<file path="src/rtl/kast_ram.sv">
module kast_ram #(
    parameter int WIDTH = 8,
    parameter int DEPTH = 2,
    localparam int AW = (DEPTH > 1) ? $clog2(DEPTH) : 1
) (
    input  logic             i_clk,
    input  logic             i_we,
    input  logic [AW-1:0]    i_waddr,
    input  logic [WIDTH-1:0] i_wdata,
    input  logic [AW-1:0]    i_raddr,
    output logic [WIDTH-1:0] o_rdata
);

    logic [WIDTH-1:0] r_mem [DEPTH];
    logic [WIDTH-1:0] r_rdata;

    always_ff @(posedge i_clk) begin
        if (i_we) begin
            r_mem[i_waddr] <= i_wdata;
        end
        r_rdata <= r_mem[i_raddr];
    end

    assign o_rdata = r_rdata;

endmodule

</file>
<file path="config.mk">
export PLATFORM = sky130hd
export DESIGN_NAME = kast_ram
export DESIGN_NICKNAME = d
export VERILOG_FILES = /design/src/rtl/kast_ram.sv
export SDC_FILE = /design/constraint.sdc
export NUM_CORES = 1
export LEC_CHECK = 0
export ABC_AREA = 1
export ABC_CLOCK_PERIOD_IN_PS = 2000
export BUFFER_PORTS_ARGS = -buffer_cell sky130_fd_sc_hd__buf_2
export CORE_UTILIZATION = 40
export CTS_CLUSTER_DIAMETER = 40
export DETAILED_ROUTE_END_ITERATION = 10
export PLACE_DENSITY_LB_ADDON = 0.05
export SYNTH_ARGS = -nofsm -noshare
export SYNTH_HDL_FRONTEND = slang
export SYNTH_SLANG_ARGS = --single-unit
</file>
<file path="constraint.sdc">
create_clock -name i_clk -period 2 [get_ports i_clk]
set_clock_uncertainty 0.05 [all_clocks]
set_input_delay 0.4 -clock i_clk [delete_from_list [all_inputs] [get_ports i_clk]]
set_output_delay 0.4 -clock i_clk [all_outputs]
set_load 0.005 [all_outputs]
</file>
Yosys cells after proc, flatten, opt, wreduce, memory -nomap -nowiden
Memory sizes are Yosys's and may differ from the RTL's. A register that Yosys moved wholly into a read port is not among the register bits.
Cells that the tools add are included.
{"block": "totals", "register_bits": 0, "ram_bits": 16, "elab_cells": 3, "n_memories": 1}
{"block": "op_classes", "muxes": 2}
{"name": "r_mem", "words": 2, "width": 8, "rd": 1, "rd_ports_with_merged_regs": 1, "write_ports": 1, "line_no": "14", "text": "logic [WIDTH-1:0] r_mem [DEPTH];"}
{"cell": "$mux 1", "count": 2}

Logic depth before layout (Yosys ltp)
{"block": "depth", "word_depth": 2, "ltp_mapped": 4, "mapped_depth_nobuf": 3}

Least setup slack after synthesis
Ideal clock, no wire load.
{"block": "synth_timing", "path_kind": "in2reg", "start": "input i_we", "end": "memory r_mem[0][0], enable pin", "setup_ns": 0.371, "arrival_ns": 0.789, "required_time_ns": 1.579, "setup_slack_ns": 0.790, "path_stages": 2, "cell_sequence": "inv_1 -> nor2_1"}
{"block": "synth_via", "elab_chain_len": 2}
{"element": "start: declaration", "line_no": "7", "text": "input logic i_we,"}
{"element": "$mux 1", "line_no": "18", "text": "if (i_we) begin"}
{"element": "$mux 1 (not written as such)", "line_no": "19", "text": "r_mem[i_waddr] <= i_wdata;"}
{"element": "end: declaration", "line_no": "14"}
No other way between the ends.

Worst setup path in the final report
{"block": "layout_timing", "start": "register r_rdata[7] (netlist: o_rdata[7]), read port of r_mem", "end": "output o_rdata[7]"}
{"element": "start: declaration", "line_no": "15", "text": "logic [WIDTH-1:0] r_rdata;"}
{"element": "end: declaration", "line_no": "11", "text": "output logic [WIDTH-1:0] o_rdata"}
No word-level cell between the ends.

==> flow_summary.json <==
{
  "slew_headroom": 0.810,
  "drc": 0,
  "final_cell_mix": "nand2_1 (25), buf_2 (19), edfxtp_1 (16), dfxtp_1 (8), clkbuf_4 (3)",
  "drv_cap": 0,
  "fin_crit_ns": 1.17,
  "muxShareOfSynthArea": 0,
  "synth_nets": 66,
  "grt_max_degree": 13,
  "syn_area_um2": 761,
  "synthCells": 54,
  "grt_usage": 0.116,
  "grt_pass1_wl_mm": 1.52,
  "syn_to_final_growth_pct": 19.1,
  "viasPerCell": 4.28,
  "drtIter0Drc": 9,
  "place_area_um2": 883,
  "routedWlPerCell_um": 10.4,
  "core_mm2": 0.00175,
  "regToRegSetupSlack_ns": 1.35,
  "status": "finished clean",
  "top_layer_used": "met3",
  "die_w_um": 45.6,
  "path_buf_inv": 1,
  "fp.dieH_um": 45.6,
  "cpLargestDelayFamily": "flip-flops",
  "num_rows": 15,
  "overflow": 0,
  "cts_made_buffers": 3,
  "yosys.area_share.simple": 0.128,
  "num-nets-final": 90,
  "fmax_mhz": 853,
  "dieArea_mm2": 0.00208,
  "slowest_stage": "dfxtp_1",
  "synth-compound-area-share": 0,
  "final_area_um2": 906,
  "hold_violations": 0,
  "ctsHoldBuffers": 0,
  "yosysWarningCount": 0,
  "crit_arrival_ns": 0.72,
  "port_buffers": 19,
  "ir_drop_mv": 0.454,
  "ys_seq_elements": 24,
  "dr.pass1.iters": 2,
  "worst_pin_slew_ns": 0.284,
  "ctsLongestPathBuffers": 2,
  "path_class": "flip-flop to output port",
  "ant_nets": 0,
  "clkSinkCount": 24,
  "synth_xor_area_frac": 0,
  "fin_crit_sh": 0.586,
  "cp_max_fo": 1,
  "path_clk_slew_ns": 0.11,
  "final.setup.tns_ns": 0,
  "path_cells": "buf_2",
  "hold_class": "input pin to flip-flop",
  "p_leak_uw": 0.000405,
  "final_common_cell": "nand2_1",
  "max_stage_delay_ns": 0.31,
  "drv_slew": 0,
  "gp_congestion": 0.700,
  "rsz0062_at_grt": "no",
  "setup_viol": 0,
  "powerDensity_mw_per_mm2": 909,
  "wl_met2_um": 562,
  "cp.required_ns": 1.55,
  "ys_types": 7,
  "dpl.hpwl_um": 753,
  "yosysSeqAreaShare": 0.842,
  "initial_utilization": 0.436,
  "cts_tree": "done",
  "cp-end-kind": "output port",
  "post_route_cells_drive_above_1_share": 0.316,
  "holdWs_ns": 0.233,
  "pin_count": 20,
  "htreeDepth": 1,
  "cp-start-kind": "flip-flop",
  "wl_mm": 1.05,
  "cts-resized-gates": 0,
  "diodes": 0,
  "drt-met1-wl_um": 436,
  "grt_pass1_vias": 379,
  "vias": 432,
  "antenna_found_initial": 0,
  "post_cts_buffers": 0,
  "synth_top_family_by_area": "simple AND/OR/NAND/NOR gates",
  "root_buffer": "clkbuf_4",
  "synthAdderAreaFrac": 0,
  "fillers": 171,
  "clock_latency_ns": 0.29,
  "dr_wl_met3_um": 52,
  "syn_area_per_cell_um2": 14.1
}
through the flow:
step | instances | utilization | total power (µW) | setup WS (ns)
CTS | 101 | 0.519 | 837 | 0.808
detailed placement | 98 | 0.506 | 644 | 0.844
finish | 101 | 0.519 | 824 | 0.827
global route | 101 | 0.519 | 864 | 0.768
global placement | 98 | 0.506 | 642 | 0.861
floorplan | 54 | - | 611 | 0.790
synth_stat cells, drive strengths merged:
cell	n	area [µm²]
buf	1	11.3
dfxtp	8	160
edfxtp	16	480
inv	3	11.3
nand2	25	93.8
nor2	1	3.75
power by group:
part	internal [µW]	switching, µW	leakage (µW)
Combinational	25.2	30.6	0.000173
Clock	70.1	123	0.0000138
Sequential	567	7.49	0.000218
routing by layer:
layer  GRT usage  vias to the layer above
li1            -                      221
met1       0.116                      199
met2       0.206                       12
met3      0.0476                        0
met4      0.0545                        0
met5           0                        -
final timing paths:
check | startpoint | end | cells after the start
worst max register to register | r_mem[1][3] | o_rdata[3] | 2
worst min-delay path | i_wdata[2] | r_mem[1][2] | 1
worst min register to register | r_mem[0][6] | o_rdata[6] | 2
worst max-delay path | o_rdata[7] | o_rdata[7] | 1
registers in the layout, indices dropped and copies added (netlist names):
signal,count
o_rdata,8
r_mem,16
kinds of logic after synthesis:
logic type | after synthesis
flops | 24
buf+inv | 4
simple gates | 26
area by class of cell:
| class | instances | area [µm²] | share of cell area |
|---|---|---|---|
| flip-flops and latches | 24 | 641 | 0.707 |
| repair buffers | 20 | 103 | 0.113 |
| multi-input cells | 26 | 97.6 | 0.108 |
| well taps | 25 | 31.3 | 0.0345 |
| clock buffers | 3 | 22.5 | 0.0249 |
| inverters | 3 | 11.3 | 0.0124 |
(Power assumes the default switching activity.)
